$ cat src/design/rbd_pkg.sv
`default_nettype none

package rbd_pkg;

	localparam int BYTE_W      = 8;
	localparam int WORD_W      = 32;
	localparam int CLASS_W     = 4;
	localparam int KIND_W      = 2;
	localparam int WORD_BYTES  = 4;
	localparam int POS_W       = 2;

	// header word is complete once this byte position is taken
	localparam logic [POS_W-1:0] LAST_BYTE_POS = POS_W'(WORD_BYTES - 1);
	// statuses above this value fold into the unknown class
	localparam logic [WORD_W-1:0]  STATUS_MAX     = WORD_W'(7);
	localparam logic [CLASS_W-1:0] STATUS_UNKNOWN = CLASS_W'(8);

	typedef enum logic [1:0] {
		PH_COUNT,
		PH_STATUS,
		PH_LENGTH,
		PH_BODY
	} phase_t;

	typedef enum logic [KIND_W-1:0] {
		KIND_BODY,
		KIND_EMPTY_REC,
		KIND_EMPTY_BATCH,
		KIND_TRUNC
	} kind_t;

	typedef struct packed {
		kind_t               kind;
		logic [WORD_W-1:0]   record_index;
		logic [CLASS_W-1:0]  status_class;
		logic [BYTE_W-1:0]   body_byte;
		logic                last_of_record;
		logic                last_of_batch;
	} result_t;

endpackage

`default_nettype wire

$ cat src/design/rbd_in_if.sv
`default_nettype none

interface rbd_in_if;
	import rbd_pkg::*;

	logic              valid;
	logic              ready;
	logic [BYTE_W-1:0] rx_byte;
	logic              stream_end;

	modport source (output valid, output rx_byte, output stream_end, input ready);
	modport sink   (input valid, input rx_byte, input stream_end, output ready);

endinterface

`default_nettype wire

$ cat src/design/rbd_out_if.sv
`default_nettype none

interface rbd_out_if;
	import rbd_pkg::*;

	logic               valid;
	logic               ready;
	logic [KIND_W-1:0]  kind;
	logic [WORD_W-1:0]  record_index;
	logic [CLASS_W-1:0] status_class;
	logic [BYTE_W-1:0]  body_byte;
	logic               last_of_record;
	logic               last_of_batch;

	modport source (
		output valid, output kind, output record_index, output status_class,
		output body_byte, output last_of_record, output last_of_batch,
		input ready
	);
	modport sink (
		input valid, input kind, input record_index, input status_class,
		input body_byte, input last_of_record, input last_of_batch,
		output ready
	);

endinterface

`default_nettype wire

$ cat src/design/rbd_core.sv
`default_nettype none

module rbd_core (
	input  wire logic                     clk,
	input  wire logic                     arst_n,
	input  wire logic                     take,
	input  wire logic [rbd_pkg::BYTE_W-1:0] rx_byte,
	input  wire logic                     stream_end,
	output logic                          has_result,
	output rbd_pkg::result_t              result
);
	import rbd_pkg::*;

	phase_t              phase_q, phase_d;
	logic [POS_W-1:0]    pos_q, pos_d;
	logic [WORD_W-9:0]   shift_q, shift_d;
	logic [WORD_W-1:0]   expected_q, expected_d;
	logic [WORD_W-1:0]   record_q, record_d;
	logic [CLASS_W-1:0]  status_q, status_d;
	logic [WORD_W-1:0]   remaining_q, remaining_d;

	logic [WORD_W-1:0]   word;
	logic                word_done;
	logic                last_record;
	logic                body_last;

	assign word        = {shift_q, rx_byte};
	assign word_done   = (pos_q == LAST_BYTE_POS);
	assign last_record = (record_q == expected_q - WORD_W'(1));
	assign body_last   = (remaining_q == WORD_W'(1));

	// next state
	always_comb begin
		phase_d     = phase_q;
		pos_d       = pos_q;
		shift_d     = shift_q;
		expected_d  = expected_q;
		record_d    = record_q;
		status_d    = status_q;
		remaining_d = remaining_q;
		if (stream_end) begin
			phase_d     = PH_COUNT;
			pos_d       = '0;
			shift_d     = '0;
			expected_d  = '0;
			record_d    = '0;
			status_d    = '0;
			remaining_d = '0;
		end else if (phase_q == PH_BODY) begin
			remaining_d = remaining_q - WORD_W'(1);
			if (body_last) begin
				if (last_record) begin
					phase_d    = PH_COUNT;
					expected_d = '0;
					record_d   = '0;
				end else begin
					phase_d  = PH_STATUS;
					record_d = record_q + WORD_W'(1);
				end
				status_d = '0;
			end
		end else if (!word_done) begin
			pos_d   = pos_q + POS_W'(1);
			shift_d = word[WORD_W-9:0];
		end else begin
			pos_d   = '0;
			shift_d = '0;
			unique case (phase_q)
				PH_COUNT: begin
					// a zero count leaves everything at the header
					if (word != '0) begin
						expected_d = word;
						record_d   = '0;
						status_d   = '0;
						phase_d    = PH_STATUS;
					end
				end
				PH_STATUS: begin
					status_d = (word > STATUS_MAX) ? STATUS_UNKNOWN : word[CLASS_W-1:0];
					phase_d  = PH_LENGTH;
				end
				PH_LENGTH: begin
					if (word == '0) begin
						status_d = '0;
						if (last_record) begin
							phase_d    = PH_COUNT;
							expected_d = '0;
							record_d   = '0;
						end else begin
							phase_d  = PH_STATUS;
							record_d = record_q + WORD_W'(1);
						end
					end else begin
						remaining_d = word;
						phase_d     = PH_BODY;
					end
				end
				default: begin
					phase_d = phase_q;
				end
			endcase
		end
	end

	// result of the current item
	always_comb begin
		has_result            = 1'b0;
		result.kind           = KIND_BODY;
		result.record_index   = record_q;
		result.status_class   = status_q;
		result.body_byte      = '0;
		result.last_of_record = 1'b0;
		result.last_of_batch  = 1'b0;
		if (stream_end) begin
			// close at an untouched header is silent
			has_result           = !(phase_q == PH_COUNT && pos_q == '0);
			result.kind          = KIND_TRUNC;
			result.last_of_batch = 1'b1;
		end else if (phase_q == PH_BODY) begin
			has_result            = 1'b1;
			result.body_byte      = rx_byte;
			result.last_of_record = body_last;
			result.last_of_batch  = body_last && last_record;
		end else if (word_done && word == '0) begin
			if (phase_q == PH_COUNT) begin
				has_result           = 1'b1;
				result.kind          = KIND_EMPTY_BATCH;
				result.record_index  = '0;
				result.status_class  = '0;
				result.last_of_batch = 1'b1;
			end else if (phase_q == PH_LENGTH) begin
				has_result            = 1'b1;
				result.kind           = KIND_EMPTY_REC;
				result.last_of_record = 1'b1;
				result.last_of_batch  = last_record;
			end
		end
	end

	always_ff @(posedge clk or negedge arst_n) begin
		if (!arst_n) begin
			phase_q     <= PH_COUNT;
			pos_q       <= '0;
			shift_q     <= '0;
			expected_q  <= '0;
			record_q    <= '0;
			status_q    <= '0;
			remaining_q <= '0;
		end else if (take) begin
			phase_q     <= phase_d;
			pos_q       <= pos_d;
			shift_q     <= shift_d;
			expected_q  <= expected_d;
			record_q    <= record_d;
			status_q    <= status_d;
			remaining_q <= remaining_d;
		end
	end

endmodule

`default_nettype wire

$ cat src/design/reply_batch_deframer_top.sv
// channel | dir | payload                                           | role
// --------+-----+---------------------------------------------------+---------------------
// rx      | in  | rx_byte, stream_end                               | reply byte stream
// res     | out | kind, record_index, status_class, body_byte,      | tagged body bytes
//         |     | last_of_record, last_of_batch                     | and record events
//
// One byte per cycle while res is not stalled: the header counters and the result
// are computed in the same cycle the byte is taken; the result lands in a single
// output register, so res.valid rises in the cycle after a byte that yields one.
// arst_n returns the deframer to the count header; no clearing pass is needed.
// A stalled res holds its register; rx stays ready while that register drains.
`default_nettype none

module reply_batch_deframer_top (
	input  wire logic clk,
	input  wire logic arst_n,
	rbd_in_if.sink    rx,
	rbd_out_if.source res
);
	import rbd_pkg::*;

	logic    take;
	logic    has_result;
	result_t result;
	logic    res_valid_q;
	result_t res_q;

	// accept while the output register is empty or draining this cycle
	assign rx.ready = !res_valid_q || res.ready;
	assign take     = rx.valid && rx.ready;

	rbd_core u_core (
		.clk        (clk),
		.arst_n     (arst_n),
		.take       (take),
		.rx_byte    (rx.rx_byte),
		.stream_end (rx.stream_end),
		.has_result (has_result),
		.result     (result)
	);

	always_ff @(posedge clk or negedge arst_n) begin
		if (!arst_n) begin
			res_valid_q <= 1'b0;
		end else if (take) begin
			res_valid_q <= has_result;
		end else if (res.ready) begin
			res_valid_q <= 1'b0;
		end
	end

	always_ff @(posedge clk) begin
		if (take && has_result) begin
			res_q <= result;
		end
	end

	assign res.valid          = res_valid_q;
	assign res.kind           = res_q.kind;
	assign res.record_index   = res_q.record_index;
	assign res.status_class   = res_q.status_class;
	assign res.body_byte      = res_q.body_byte;
	assign res.last_of_record = res_q.last_of_record;
	assign res.last_of_batch  = res_q.last_of_batch;

endmodule

`default_nettype wire

$ cat src/flat_wrapper.sv
// flat-port wrapper written by rule: the top's interface ports become plain ports
module reply_batch_deframer_top_flat import rbd_pkg::*;
  (clk, arst_n, rx_valid, rx_rx_byte, rx_stream_end, rx_ready, res_valid, res_kind, res_record_index, res_status_class, res_body_byte, res_last_of_record, res_last_of_batch, res_ready);
  rbd_in_if rx_i ();
  rbd_out_if res_i ();
  input  wire logic clk;
  input  wire logic arst_n;
  input wire logic [$bits(rx_i.valid)-1:0] rx_valid;
  input wire logic [$bits(rx_i.rx_byte)-1:0] rx_rx_byte;
  input wire logic [$bits(rx_i.stream_end)-1:0] rx_stream_end;
  output wire logic [$bits(rx_i.ready)-1:0] rx_ready;
  output wire logic [$bits(res_i.valid)-1:0] res_valid;
  output wire logic [$bits(res_i.kind)-1:0] res_kind;
  output wire logic [$bits(res_i.record_index)-1:0] res_record_index;
  output wire logic [$bits(res_i.status_class)-1:0] res_status_class;
  output wire logic [$bits(res_i.body_byte)-1:0] res_body_byte;
  output wire logic [$bits(res_i.last_of_record)-1:0] res_last_of_record;
  output wire logic [$bits(res_i.last_of_batch)-1:0] res_last_of_batch;
  input wire logic [$bits(res_i.ready)-1:0] res_ready;
  assign rx_i.valid = rx_valid;
  assign rx_i.rx_byte = rx_rx_byte;
  assign rx_i.stream_end = rx_stream_end;
  assign rx_ready = rx_i.ready;
  assign res_valid = res_i.valid;
  assign res_kind = res_i.kind;
  assign res_record_index = res_i.record_index;
  assign res_status_class = res_i.status_class;
  assign res_body_byte = res_i.body_byte;
  assign res_last_of_record = res_i.last_of_record;
  assign res_last_of_batch = res_i.last_of_batch;
  assign res_i.ready = res_ready;
  reply_batch_deframer_top u_core (.clk(clk), .arst_n(arst_n), .rx(rx_i), .res(res_i));
endmodule
$ cat config.mk
export PLATFORM = sky130hd
export DESIGN_NAME = reply_batch_deframer_top_flat
export DESIGN_NICKNAME = d
export VERILOG_FILES = /design/src/design/rbd_pkg.sv /design/src/design/rbd_in_if.sv /design/src/design/rbd_out_if.sv /design/src/design/rbd_core.sv /design/src/design/reply_batch_deframer_top.sv /design/src/flat_wrapper.sv
export SDC_FILE = /design/constraint.sdc
export NUM_CORES = 1
export LEC_CHECK = 0
export ABC_AREA = 1
export BUFFER_PORTS_ARGS = -buffer_cell sky130_fd_sc_hd__buf_2
export CAP_MARGIN = 15
export CORE_MARGIN = 2
export CORE_UTILIZATION = 56
export CTS_CLUSTER_SIZE = 10
export DETAILED_ROUTE_END_ITERATION = 16
export GPL_TIMING_DRIVEN = 0
export PLACE_DENSITY = 0.84
export SYNTH_ARGS = -nofsm -noshare
export SYNTH_HDL_FRONTEND = slang
export SYNTH_SLANG_ARGS = --single-unit
$ cat constraint.sdc
create_clock -name clk -period 2.5 [get_ports clk]
set_input_delay 0.5 -clock clk [delete_from_list [all_inputs] [get_ports clk]]
set_output_delay 0.5 -clock clk [all_outputs]
set_load 0.03 [all_outputs]
==> run metrics <==
status=finished, violations left; failing checks=setup timing; flop2flop setup slack=-0.16 ns; synth top area cells=dfrtp_1 (29%), nand2_1 (16%), edfxtp_1 (13%); CTS tree=yes; switching part of the total power=50.4%; M1 GR Usage=39.5%; min Tclk post-route=2.66 ns; worst setup margin=-0.159 ns; Vias=11.2k; Port Buffer Count=62; Synth Area in Simple Gates=33.9%; Detailed Routing Iterations Pass 1=8; async set or reset register ratio after synthesis=72.9%; met3 Usage GRT=4.87%; GRT Overall Usage=33.4%; Gate Count Post-Synth=1539; worst hold slack=0.0470 ns; Relative slew margins=38.7%; worst skew pair latency=0.45 ns; IO Pins=63; Worst Setup EP=u_core.u_core.expected_q[15]$_DFFE_PN0P_; Max VDD drop=762 uV; Die Height=144 um; drt drc=0; post-route ant nets=0; XOR/XNOR Fraction of Synth Area=4.29%; commonest non-fill, non-tap cells in the layout=nand2_1 (447), inv_1 (173), nor2_1 (151), dfrtp_1 (118), nand3_1 (71); critical path class=flip-flop to flip-flop; P_int=8960 uW; initial antenna violation count=0; Placer Congestion=1.05; FILL cells=1522; post-synthesis compound-gate area fraction=8.95%; total of max-cap violations=0; Tightest Pin Transition=0.917 ns; CP required=2.83 ns; Syn-to-layout area delta=23.6%; CTS buffer count=17; Cell Area, Synth=11000 sq um; R2R depth=21; combinational family with the most area after synthesis=simple AND/OR/NAND/NOR gates; Combinational Power Share=59.2%; ys flop type=dfrtp_1; Syn Area/Cell=7.16 sq um; top-area cell type share of the netlist area=29.3%; CP max FO=5; final instance area=13600 sq um; Antenna Cells=0; commonest non-fill, non-tap cell in the layout=nand2_1; core outline area=19400 sq um; # rows=51; area leader, netlist=dfrtp_1; post-synthesis sequential area ratio=42.4%; Worst-path clk slew=0.07 ns; fraction of layout cells with a size suffix above 1=21.7%; unrepaired setup endpoints after global routing=yes; grt ovf=0; largest net degree at the start of global routing=66; DP Wirelength=23.0 mm; achievable frequency=376 MHz; Final Non-Filler Cells=1949; GR peak layer=met2; CTS Sinks=177; global-route wire length before repair=53.4 mm; CP Launch Type=flip-flop; via/cell ratio=5.73; Post-synth EDFFs=48; hold crit path type=input port to async pin; Reg-to-Reg End=u_core.u_core.expected_q[15]$_DFFE_PN0P_; post-synthesis register bit count=177; Sequential Power Share=25.2%; clock tree buffer depth=2; worst setup path start=u_core.u_core.expected_q[0]$_DFFE_PN0P_; DRT iter0 DRCs=1165; clk_skew=0.0127 ns; dpl ws=-0.855 ns; vias in the first global route=10.5k; Syn. warnings=0; Max Slew Vio Count=0; met2 Track Usage GR=57.1%; Placed Cells=1867; clk root buf=clkbuf_16; Yosys cell types=51; average wire per cell in the routed design=17.7 um; Area after DPL=11700 sq um; die area=20800 sq um; Fin. Hold Viols=0; Initial Utilization=56.8%; Leakage=0.00665 uW; htree depth=4; Tcrit/Tclk final=106%; Worst setup EP type=flip-flop; clock group share of total power=15.6%; drt total wl=34.5 mm; adder-cell share of the synthesized area=1.25%; Chip Width=144 um; Crit path arrival time=2.99 ns; Layout Nets=1696; reg-to-reg startpoint=u_core.u_core.expected_q[0]$_DFFE_PN0P_; final setup violation count=61; Switch Pwr=9090 uW; fraction of synthesized area in multiplexers=0%; Mapped Nets=1563; Power Density=1330 nW/um^2
-- worst min-delay path by stage --
| stage | start | slack, ns | cells past startpoint | to |
|---|---|---|---|---|
| 2_1_floorplan | arst_n | 0.20 | 0 | u_core.res.valid$_DFFE_PN0P_ |
| 3_3_place_gp | u_core.u_core.status_q[3]$_DFFE_PN0P_ | 0.48 | 1 | u_core.u_core.status_q[3]$_DFFE_PN0P_ |
| 3_5_place_dp | u_core.u_core.status_q[3]$_DFFE_PN0P_ | 0.48 | 1 | u_core.u_core.status_q[3]$_DFFE_PN0P_ |
| 4_1_cts | arst_n | 0.07 | 1 | u_core.u_core.remaining_q[30]$_DFFE_PN0P_ |
| 5_1_grt | arst_n | 0.11 | 1 | u_core.u_core.remaining_q[3]$_DFFE_PN0P_ |
| 6_report | arst_n | 0.05 | 1 | u_core.u_core.remaining_q[19]$_DFFE_PN0P_ |
-- sequential cells by signal, summed over array words and instances, names as in the netlist --
signal / cells
u_core.u_core.remaining_q: 32
u_core.res.last_of_batch: 1
u_core.res.status_class: 4
u_core.u_core.pos_q: 2
u_core.res.last_of_record: 1
u_core.res.body_byte: 8
u_core.u_core.status_q: 4
u_core.u_core.phase_q: 2
u_core.res.kind: 2
u_core.res.record_index: 32
u_core.res.valid: 1
u_core.u_core.shift_q: 24
u_core.u_core.record_q: 32
u_core.u_core.expected_q: 32
-- cell type report --
cell class	instances	area [sq um]	share of cell area, %
clock buffer	26	563	4.14
clock inverter	5	60.1	0.441
multi-input combinational	1114	6030	44.3
timing repair inverter	3	22.5	0.166
timing repair buffer	114	862	6.34
sequential	177	4680	34.4
inverter	192	734	5.40
tap	265	332	2.44
buffer	53	322	2.36
-- through the flow --
| stage | util (%) | power, uW | TNS [ns] |
|---|---|---|---|
| after floorplan | - | 10700 | 0 |
| after global placement | 60.1 | 12700 | -197.33 |
| after detailed placement | 60.3 | 12900 | -103.45 |
| after CTS | 67.2 | 16800 | -1.33 |
| after global routing | 70.1 | 19200 | -13.43 |
| final | 70.1 | 18100 | -4.18 |
-- synthesized netlist by cell type (7+ instances only) --
cell type    n
nor2_1     198
xnor2_1     13
a21oi_1     36
xor2_1      41
o21ai_0     68
edfxtp_1    48
nand3_1    102
nand4_1     28
a22oi_1      9
inv_2        8
ha_1        11
clkbuf_1    33
nand2_2      7
dfrtp_1    129
nor2_2      17
nor3_1      24
o22ai_1     28
buf_2       14
inv_1      181
nand3b_1     8
nand2_1    470
-- worst max-delay path: stages, from the launching register on --
cell and delay, ns:
dfrtp_2 0.43, inv_4 0.10, ha_4 0.17, nand2_8 0.07, nor2_4 0.17, buf_6 0.16
nand2_4 0.05, nand2_2 0.06, nand2_1 0.05, nor2_1 0.11, nand2_1 0.06, nor2_1 0.12
nand2_2 0.09, nor2_4 0.15, buf_6 0.13, buf_6 0.10, nand3_4 0.12, buf_6 0.16
nand3_2 0.04, nand2_1 0.07, nand2_1 0.07, nand2_1 0.07
-- power groups by stage --
stage,Combinational (uW),Clock (uW),Sequential (uW)
after floorplan,6140,0,4550
after global placement,8260,0,4410
after detailed placement,8430,0,4450
after CTS,9590,2820,4430
after global routing,11700,2940,4640
final,10700,2820,4550
-- cell families after synthesis --
logic type	after synthesis
simple gates	878
buf+inv	250
flops	177
compound gates	169
xor+xnor	54
fa+ha+maj	11
-- repair_timing --
action                                  4_1_cts  5_1_grt
hold buffers                                  0        0
endpoints found under the setup margin      181      149
resized for setup                           117      136
cloned                                       11        0
pin swaps                                    32       70
setup buffers                                29       18
-- layer usage --
layer,routed length (um),vias to the layer above,share of wire [%]
met3,2710,171,7.9
met5,0,-,0
li1,-,5189,-
met2,16900,628,49
met1,12700,5188,37
met4,2230,0,6.4
Note: power is estimated with default switching activity, not from simulation.
